$ cat src/rtl/indexed_insert_delete_array_top_macros.svh
// Assertion macros for the indexed insert/delete array list.
// Depends on nothing; the including module supplies clk and arst_n.
`ifndef INDEXED_INSERT_DELETE_ARRAY_TOP_MACROS_SVH
`define INDEXED_INSERT_DELETE_ARRAY_TOP_MACROS_SVH

// The consequent must hold in the same cycle as the antecedent.
`define IIDA_ASSERT_SAME(lbl, ante, cons, msg) \
	lbl: assert property (@(posedge clk) disable iff (!arst_n) (ante) |-> (cons)) \
		else $error(msg);

// The consequent must hold in the cycle after the antecedent.
`define IIDA_ASSERT_NEXT(lbl, ante, cons, msg) \
	lbl: assert property (@(posedge clk) disable iff (!arst_n) (ante) |=> (cons)) \
		else $error(msg);

`endif

$ cat src/rtl/iida_pkg.sv
// Shared types and constants for the indexed insert/delete array list.
// Used by the controller, the datapath and the top level; depends on nothing.
`timescale 1ns / 1ps

package iida_pkg;

	localparam int DATA_W        = 32;
	localparam int CMD_W         = 2;
	localparam int IDX_W         = 5;
	localparam int CAP_W         = 5;
	localparam int POS_W         = 4;
	localparam int STATUS_W      = 2;
	localparam int MAX_RESULTS   = 16;
	localparam int DEPTH_DEFAULT = 16;

	localparam logic [CAP_W-1:0] CAP_RESET = 5'd16;

	// Operation codes carried by cmd.
	typedef enum logic [CMD_W-1:0] {
		OP_INSERT  = 2'd0,
		OP_REMOVE  = 2'd1,
		OP_UPDATE  = 2'd2,
		OP_DISPLAY = 2'd3
	} iida_op_t;

	// Result status codes.
	typedef enum logic [STATUS_W-1:0] {
		ST_OK     = 2'd0,
		ST_FULL   = 2'd1,
		ST_BADPOS = 2'd2,
		ST_EMPTY  = 2'd3
	} iida_status_t;

	// Commands from the controller to the datapath.
	typedef struct packed {
		logic load;
		logic exec;
		logic disp_step;
	} iida_ctl_t;

	// Status from the datapath to the controller.
	typedef struct packed {
		logic out_free;
		logic disp_go;
		logic disp_last;
	} iida_sts_t;

endpackage

$ cat src/rtl/indexed_insert_delete_array_top.sv
// Indexed insert/delete array list: usage.
// Request channel (req_valid, req_stall, cmd, index, value) takes one command
// per beat; a beat is taken when req_valid is high and req_stall is low.
// Response channel (rsp_valid, rsp_stall, status, data, position, last) gives
// one result per beat; last marks the final beat caused by a command.
// Configuration channel (cfg_valid, cfg_ready, cfg_data) writes the capacity
// register; cfg_ready is always high, and writes belong only to idle periods.
// Insert, remove and update capture the command in the idle state, then in the
// execute state shift the cell row in parallel and load the result register.
// Display shows at most 16 entries, one entry per cycle while rsp_stall is low,
// since the single cell read port feeds the result register once a cycle.
// The result register lets a new command be taken while a result still waits.
// When the receiver holds rsp_stall, the result holds and the controller waits
// before producing the next beat; no beat is lost.
// Reset clears the fill count, sets capacity to 16 and empties the response
// channel; the cells are not cleared, as entries are read only below the count.
// Files: iida_pkg, iida_ctrl, iida_dp and the assertion macro header.
`timescale 1ns / 1ps

module indexed_insert_delete_array_top #(
	parameter int DEPTH = iida_pkg::DEPTH_DEFAULT
) (
	input  logic                                 clk,
	input  logic                                 arst_n,
	input  logic                                 req_valid,
	output logic                                 req_stall,
	input  logic [iida_pkg::CMD_W-1:0]           cmd,
	input  logic [iida_pkg::IDX_W-1:0]           index,
	input  logic signed [iida_pkg::DATA_W-1:0]   value,
	input  logic                                 cfg_valid,
	output logic                                 cfg_ready,
	input  logic [iida_pkg::CAP_W-1:0]           cfg_data,
	output logic                                 rsp_valid,
	input  logic                                 rsp_stall,
	output logic [iida_pkg::STATUS_W-1:0]        status,
	output logic signed [iida_pkg::DATA_W-1:0]   data,
	output logic [iida_pkg::POS_W-1:0]           position,
	output logic                                 last
);
	import iida_pkg::*;

`include "indexed_insert_delete_array_top_macros.svh"

	iida_ctl_t ctl;
	iida_sts_t sts;

	// The capacity register takes a write in any cycle.
	assign cfg_ready = 1'b1;

	iida_ctrl u_ctrl (
		.clk       (clk),
		.arst_n    (arst_n),
		.req_valid (req_valid),
		.req_stall (req_stall),
		.sts       (sts),
		.ctl       (ctl)
	);

	iida_dp #(
		.DEPTH (DEPTH)
	) u_dp (
		.clk       (clk),
		.arst_n    (arst_n),
		.ctl       (ctl),
		.sts       (sts),
		.cmd       (cmd),
		.index     (index),
		.value     (value),
		.cfg_write (cfg_valid && cfg_ready),
		.cfg_data  (cfg_data),
		.rsp_valid (rsp_valid),
		.rsp_stall (rsp_stall),
		.status    (status),
		.data      (data),
		.position  (position),
		.last      (last)
	);

	// A taken command keeps the request side busy in the following cycle.
	`IIDA_ASSERT_NEXT(a_busy_after_accept, req_valid && !req_stall, req_stall, "accepted twice")

	// A display beat that is not the final one means the command is still running.
	`IIDA_ASSERT_SAME(a_busy_mid_display, rsp_valid && !last, req_stall, "idle mid display")

endmodule

$ cat src/rtl/iida_ctrl.sv
// Controller state machine for the indexed insert/delete array list.
// Depends on iida_pkg for the command and status structs.
`timescale 1ns / 1ps

module iida_ctrl (
	input  logic                clk,
	input  logic                arst_n,
	input  logic                req_valid,
	output logic                req_stall,
	input  iida_pkg::iida_sts_t sts,
	output iida_pkg::iida_ctl_t ctl
);
	import iida_pkg::*;

	typedef enum logic [2:0] {
		S_IDLE = 3'b001,
		S_EXEC = 3'b010,
		S_DISP = 3'b100
	} iida_state_t;

	iida_state_t state_q, state_d;

	// Next state and command decode.
	always_comb begin
		ctl       = '0;
		state_d   = state_q;
		req_stall = 1'b1;
		case (state_q)
			S_IDLE: begin
				req_stall = 1'b0;
				if (req_valid) begin
					ctl.load = 1'b1;
					state_d  = S_EXEC;
				end
			end
			S_EXEC: begin
				if (sts.out_free) begin
					if (sts.disp_go) begin
						state_d = S_DISP;
					end else begin
						ctl.exec = 1'b1;
						state_d  = S_IDLE;
					end
				end
			end
			S_DISP: begin
				if (sts.out_free) begin
					ctl.disp_step = 1'b1;
					if (sts.disp_last) begin
						state_d = S_IDLE;
					end
				end
			end
			default: begin
				state_d = S_IDLE;
			end
		endcase
	end

	// State register.
	always_ff @(posedge clk or negedge arst_n) begin
		if (!arst_n) begin
			state_q <= S_IDLE;
		end else begin
			state_q <= state_d;
		end
	end

endmodule

$ cat src/rtl/iida_dp.sv
// Datapath for the indexed insert/delete array list: shifting cells, fill count,
// capacity register, display pointer and result register. Depends on iida_pkg.
`timescale 1ns / 1ps

module iida_dp #(
	parameter int DEPTH = iida_pkg::DEPTH_DEFAULT
) (
	input  logic                                 clk,
	input  logic                                 arst_n,
	input  iida_pkg::iida_ctl_t                  ctl,
	output iida_pkg::iida_sts_t                  sts,
	input  logic [iida_pkg::CMD_W-1:0]           cmd,
	input  logic [iida_pkg::IDX_W-1:0]           index,
	input  logic signed [iida_pkg::DATA_W-1:0]   value,
	input  logic                                 cfg_write,
	input  logic [iida_pkg::CAP_W-1:0]           cfg_data,
	output logic                                 rsp_valid,
	input  logic                                 rsp_stall,
	output logic [iida_pkg::STATUS_W-1:0]        status,
	output logic signed [iida_pkg::DATA_W-1:0]   data,
	output logic [iida_pkg::POS_W-1:0]           position,
	output logic                                 last
);
	import iida_pkg::*;

	localparam int AW   = $clog2(DEPTH);
	localparam int CW   = $clog2(DEPTH + 1);
	localparam int CMPW = (CW > IDX_W) ? CW : IDX_W;
	localparam int PW   = $clog2(MAX_RESULTS);

	logic [CMD_W-1:0]         op_q;
	logic [IDX_W-1:0]         idx_q;
	logic signed [DATA_W-1:0] val_q;
	logic [CW-1:0]            count_q;
	logic [CAP_W-1:0]         cap_q;
	logic [PW-1:0]            ptr_q;
	logic signed [DATA_W-1:0] cells_q [DEPTH];

	logic                     rsp_valid_q;
	logic [STATUS_W-1:0]      status_q;
	logic signed [DATA_W-1:0] data_q;
	logic [POS_W-1:0]         position_q;
	logic                     last_q;

	logic [CMPW-1:0]          count_x, idx_x, cap_x, depth_x, limit_x, ndisp_x;
	logic                     is_full, ins_bad, idx_bad;
	logic                     do_ins, do_rem, do_upd;
	logic [AW-1:0]            rd_addr;
	logic signed [DATA_W-1:0] rd_data;
	logic                     disp_last;
	logic [STATUS_W-1:0]      res_status;
	logic signed [DATA_W-1:0] res_data;
	logic [POS_W-1:0]         res_pos;

	// Range checks against the fill count and the limit in use.
	always_comb begin
		count_x = CMPW'(count_q);
		idx_x   = CMPW'(idx_q);
		cap_x   = CMPW'(cap_q);
		depth_x = CMPW'(DEPTH);
		limit_x = (cap_x < depth_x) ? cap_x : depth_x;
		ndisp_x = (count_x < CMPW'(MAX_RESULTS)) ? count_x : CMPW'(MAX_RESULTS);
		is_full = count_x >= limit_x;
		ins_bad = idx_x > count_x;
		idx_bad = idx_x >= count_x;
	end

	// Edit enables for the cells and the count.
	assign do_ins = ctl.exec && (op_q == OP_INSERT) && !is_full && !ins_bad;
	assign do_rem = ctl.exec && (op_q == OP_REMOVE) && !idx_bad;
	assign do_upd = ctl.exec && (op_q == OP_UPDATE) && !idx_bad;

	// Single read port: the display pointer during display, else the item index.
	assign rd_addr   = ctl.disp_step ? AW'(ptr_q) : AW'(idx_x);
	assign rd_data   = cells_q[rd_addr];
	assign disp_last = (CMPW'(ptr_q) + CMPW'(1)) == ndisp_x;

	// Result of a single-beat command.
	always_comb begin
		res_status = ST_BADPOS;
		res_data   = '0;
		res_pos    = '0;
		case (op_q)
			OP_INSERT: begin
				if (is_full) begin
					res_status = ST_FULL;
				end else if (!ins_bad) begin
					res_status = ST_OK;
					res_data   = val_q;
					res_pos    = POS_W'(idx_q);
				end
			end
			OP_REMOVE, OP_UPDATE: begin
				if (!idx_bad) begin
					res_status = ST_OK;
					res_data   = rd_data;
					res_pos    = POS_W'(idx_q);
				end
			end
			OP_DISPLAY: begin
				res_status = ST_EMPTY;
			end
			default: begin
				res_status = ST_BADPOS;
			end
		endcase
	end

	// Shifting cells: each cell takes its lower or upper neighbor, or the new word.
	for (genvar g = 0; g < DEPTH; g++) begin : g_cell
		logic signed [DATA_W-1:0] below_d, above_d;

		if (g == 0) begin : g_first
			assign below_d = val_q;
		end else begin : g_mid_lo
			assign below_d = cells_q[g-1];
		end
		if (g == DEPTH - 1) begin : g_last
			assign above_d = cells_q[g];
		end else begin : g_mid_hi
			assign above_d = cells_q[g+1];
		end

		always_ff @(posedge clk) begin
			if (do_ins && (CMPW'(g) > idx_x)) begin
				cells_q[g] <= below_d;
			end else if ((do_ins || do_upd) && (CMPW'(g) == idx_x)) begin
				cells_q[g] <= val_q;
			end else if (do_rem && (CMPW'(g) >= idx_x)) begin
				cells_q[g] <= above_d;
			end
		end
	end

	// Captured item fields.
	always_ff @(posedge clk) begin
		if (ctl.load) begin
			op_q  <= cmd;
			idx_q <= index;
			val_q <= value;
		end
	end

	// Fill count, capacity register and display pointer.
	always_ff @(posedge clk or negedge arst_n) begin
		if (!arst_n) begin
			count_q <= '0;
			cap_q   <= CAP_RESET;
			ptr_q   <= '0;
		end else begin
			if (do_ins) begin
				count_q <= count_q + CW'(1);
			end else if (do_rem) begin
				count_q <= count_q - CW'(1);
			end
			if (cfg_write) begin
				cap_q <= cfg_data;
			end
			if (ctl.load) begin
				ptr_q <= '0;
			end else if (ctl.disp_step) begin
				ptr_q <= ptr_q + PW'(1);
			end
		end
	end

	// Result register valid flag.
	always_ff @(posedge clk or negedge arst_n) begin
		if (!arst_n) begin
			rsp_valid_q <= 1'b0;
		end else if (ctl.exec || ctl.disp_step) begin
			rsp_valid_q <= 1'b1;
		end else if (!rsp_stall) begin
			rsp_valid_q <= 1'b0;
		end
	end

	// Result register payload.
	always_ff @(posedge clk) begin
		if (ctl.exec) begin
			status_q   <= res_status;
			data_q     <= res_data;
			position_q <= res_pos;
			last_q     <= 1'b1;
		end else if (ctl.disp_step) begin
			status_q   <= ST_OK;
			data_q     <= rd_data;
			position_q <= POS_W'(ptr_q);
			last_q     <= disp_last;
		end
	end

	assign sts.out_free  = !rsp_valid_q || !rsp_stall;
	assign sts.disp_go   = (op_q == OP_DISPLAY) && (count_q != '0);
	assign sts.disp_last = disp_last;

	assign rsp_valid = rsp_valid_q;
	assign status    = status_q;
	assign data      = data_q;
	assign position  = position_q;
	assign last      = last_q;

endmodule
$ cat config.mk
export PLATFORM = sky130hd
export DESIGN_NAME = indexed_insert_delete_array_top
export DESIGN_NICKNAME = d
export VERILOG_FILES = /design/src/rtl/iida_pkg.sv /design/src/rtl/indexed_insert_delete_array_top.sv /design/src/rtl/iida_ctrl.sv /design/src/rtl/iida_dp.sv
export VERILOG_INCLUDE_DIRS = /design/src /design/src/rtl
export SDC_FILE = /design/constraint.sdc
export NUM_CORES = 2
export LEC_CHECK = 0
export BUFFER_PORTS_ARGS = -buffer_cell sky130_fd_sc_hd__buf_4
export CELL_PAD_IN_SITES_DETAIL_PLACEMENT = 1
export CELL_PAD_IN_SITES_GLOBAL_PLACEMENT = 2
export CORE_ASPECT_RATIO = 0.7
export CORE_MARGIN = 2
export CORE_UTILIZATION = 47
export CTS_CLUSTER_SIZE = 28
export DETAILED_ROUTE_END_ITERATION = 8
export PLACE_DENSITY = 0.85
export SYNTH_ARGS = -nofsm -noshare
export SYNTH_HDL_FRONTEND = slang
export SYNTH_HIERARCHICAL = 1
export SYNTH_SLANG_ARGS = --single-unit
export TNS_END_PERCENT = 20
$ cat constraint.sdc
create_clock -name clk -period 18.7 [get_ports clk]
set_input_delay 4.675 -clock clk [delete_from_list [all_inputs] [get_ports clk]]
set_output_delay 4.675 -clock clk [all_outputs]
set_load 0.02 [all_outputs]
==> impl_metrics.ini <==
[power]
ir_worst_vdd_uv = 63.7
pwr-share-comb = 0.151
p_clk_frac = 0.382
power.internal_mw = 2.47
p_leak_nw = 12.9
p_per_area_mw_per_mm2 = 88.4
p_seq_frac = 0.467
sw_frac_of_total = 0.285
finalPower_mw = 3.46
p_sw_mw = 0.987

[synth]
synth_flop_cell = edfxtp_1
synth_most_common_cell = edfxtp_1
synth_top_area_share = 0.500
synthArstFlopShare = 0.0296
synth_cell_types = 70
postSynthAreaPerCell_um2 = 11.6
yosysTopAreaCell = edfxtp_1
ys_top_cells_by_area = edfxtp_1 50%, mux4_2 8.1%, mux2_2 5.8%
yosys_register_bits = 608
synth_area_mm2 = 0.0354
synth_edf_count = 589
synth_fp_nets = 3118
synth_common_cells = 589 x edfxtp_1, 277 x nand3_1, 270 x nand2_1, 259 x clkbuf_1, 219 x a31oi_1
syn_inst = 3049
yosysSeqAreaShare = 0.513
yosys_warnings = 6

[route]
dr.pass1.iters = 8
drc = 0
drtIter0Drc = 4563
vias = 30100
ant_nets = 0
vias_per_cell = 7.58
detail_route.wl_per_cell_um = 37.6
routed_wl_um = 150000

[clock_tree]
cts_sinks = 608
cts_buffer_depth = 3
clk_pin_slew_ns = 0.06
post_cts_buffers = 0
cts_buffers = 66
postCtsHoldBufs = 0
htree_levels = 3
cts_tree = built
clk_latency_ns = 0.63
cts.repair.resized = 0
clock-root-buffer = clkbuf_16

[floorplanning]
rows = 84
die_h_um = 234
boundaryPins = 91
die_x_um = 332
core_area_mm2 = 0.0748
die-area_mm2 = 0.0775
start_util = 0.473

[place]
dp_worst_setup_slack_ns = 9.95
io_buffers = 89
place_congestion = 0.870
placed_cell_area_mm2 = 0.0371
dp_hpwl_um = 80000
placed_cells = 3860

[global_routing]
grt_pass1_wl_um = 217000
grt_use_total = 0.383
overflow = 0
first_global_vias = 31100
antenna_found_initial = 3
grt_max_degree = 194

[sta]
post-route-period-util = 0.440
hold_ws_ns = 0.479
slew_viol_final = 0
hold_viol = 0
tightest_slew_ns = 1.47
grt_setup_unrepaired = false
setup_viol = 0
setup_tns_ns = 0
slew_headroom = 0.0219
fin_ws_ns = 10.46
min_period_ns = 8.24
fin_skew_ns = 0.0144
timing.fmax_mhz = 121

[critical_path]
arrival_ns = 8.70
r2r_cells = 11
reg2reg_to = u_dp/cells_q[7][16]
cp-end-kind = flip-flop
crit_fanout = 76
r2r-start = u_dp/idx_q[0]
worst_setup_path_start_kind = primary input
ff2ff_setup_slack_ns = 13.39
path_class = in -> reg
required_ns = 19.16

[min_path]
worstHoldEndpoint = u_ctrl/state_q[1]
min_path_cells = 1
min_from = u_ctrl/state_q[2]
min_path_type = reg -> reg

[cells_and_area]
layoutNonFillerInstCount = 3975
finish.utilization = 0.523
fin_area_mm2 = 0.0391
num_antenna_cells = 0
drive_above_1_share = 0.215
syn2layout_area_growth_pct = 10.7
nNetsFinal = 3008

[run]
cap_violations = 0

[outcome]
status = finished, final reports clean
cell type report:
cell class	count	area (µm²)
Fill cell	7626	35700
Sequential cell	608	18200
Multi-Input combinational cell	2050	16200
Clock buffer	90	1850
Timing Repair Buffer	178	1370
Tap cell	989	1240
Clock inverter	25	214
Inverter	35	131
registers in the layout, summed over array words and instances, names as in the netlist:
register / flops
u_dp/data: 32
u_dp/position: 4
u_dp/last: 1
u_ctrl/state_q: 3
u_dp/count_q: 5
u_dp/status: 2
u_dp/g_cell.below_d: 32
u_dp/idx_q: 5
u_dp/cap_q: 5
u_dp/rsp_valid: 1
u_dp/op_q: 2
u_dp/cells_q: 512
u_dp/ptr_q: 4
cells by family after synthesis:
kind of cell | synth area share
flip-flops | 0.513
AO/OA/AOI/OAI | 0.131
multiplexers | 0.189
other | 0.000106
adder cells (fa/ha/maj) | 0.00729
AND/OR/NAND/NOR | 0.112
buffers and inverters | 0.0445
XOR/XNOR | 0.00248
layout by cell type (no fill, tap or decap), drive strengths merged, types with 81 or more instances in the layout:
master and instances:
edfxtp 589, o21ai 148, buf 178, nand3 278, nor2 146, mux2i 131
a21oi 81, mux4 128, a31oi 221, nand2 270, mux2 221, a2bb2oi 128
clkbuf 90
how the worst max path moves through the flow:
stage	from	end	slack, ns	cells past startpoint
floorplan	rsp_stall	u_dp/cells_q[11][0]	8.40	7
detailed placement	rsp_stall	u_dp/data[18]	9.95	12
CTS	rsp_stall	u_dp/data[19]	10.59	12
global route	rsp_stall	u_dp/data[21]	10.27	12
global placement	rsp_stall	u_dp/data[19]	9.95	12
finish	rsp_stall	u_dp/cells_q[7][16]	10.46	12
power by group through the flow:
stage | Clock [mW] | Sequential (mW) | Combinational, mW
2_1_floorplan | 0 | 1.59 | 0.350
3_3_place_gp | 0 | 1.64 | 0.491
3_5_place_dp | 0 | 1.64 | 0.506
4_1_cts | 1.33 | 1.61 | 0.509
5_1_grt | 1.37 | 1.62 | 0.546
6_report | 1.32 | 1.61 | 0.523
metal layers:
metal / track usage / part of all wire
met1: 0.525 / 0.38
met2: 0.556 / 0.41
met3: 0.124 / 0.16
met4: 0.168 / 0.050
met5: 0 / 0.00020
critical path, cell delays in order:
cell and delay (ns):
buf_4 0.07, nand2_1 0.12, nand2_1 0.13, nor3_1 0.06, buf_4 0.21, nand2_1 0.25
nor2_1 0.28, a21oi_4 0.70, buf_4 0.85, buf_4 0.76, o21ai_0 0.27, a31oi_1 0.23
Power figures use the tool's default switching activity.
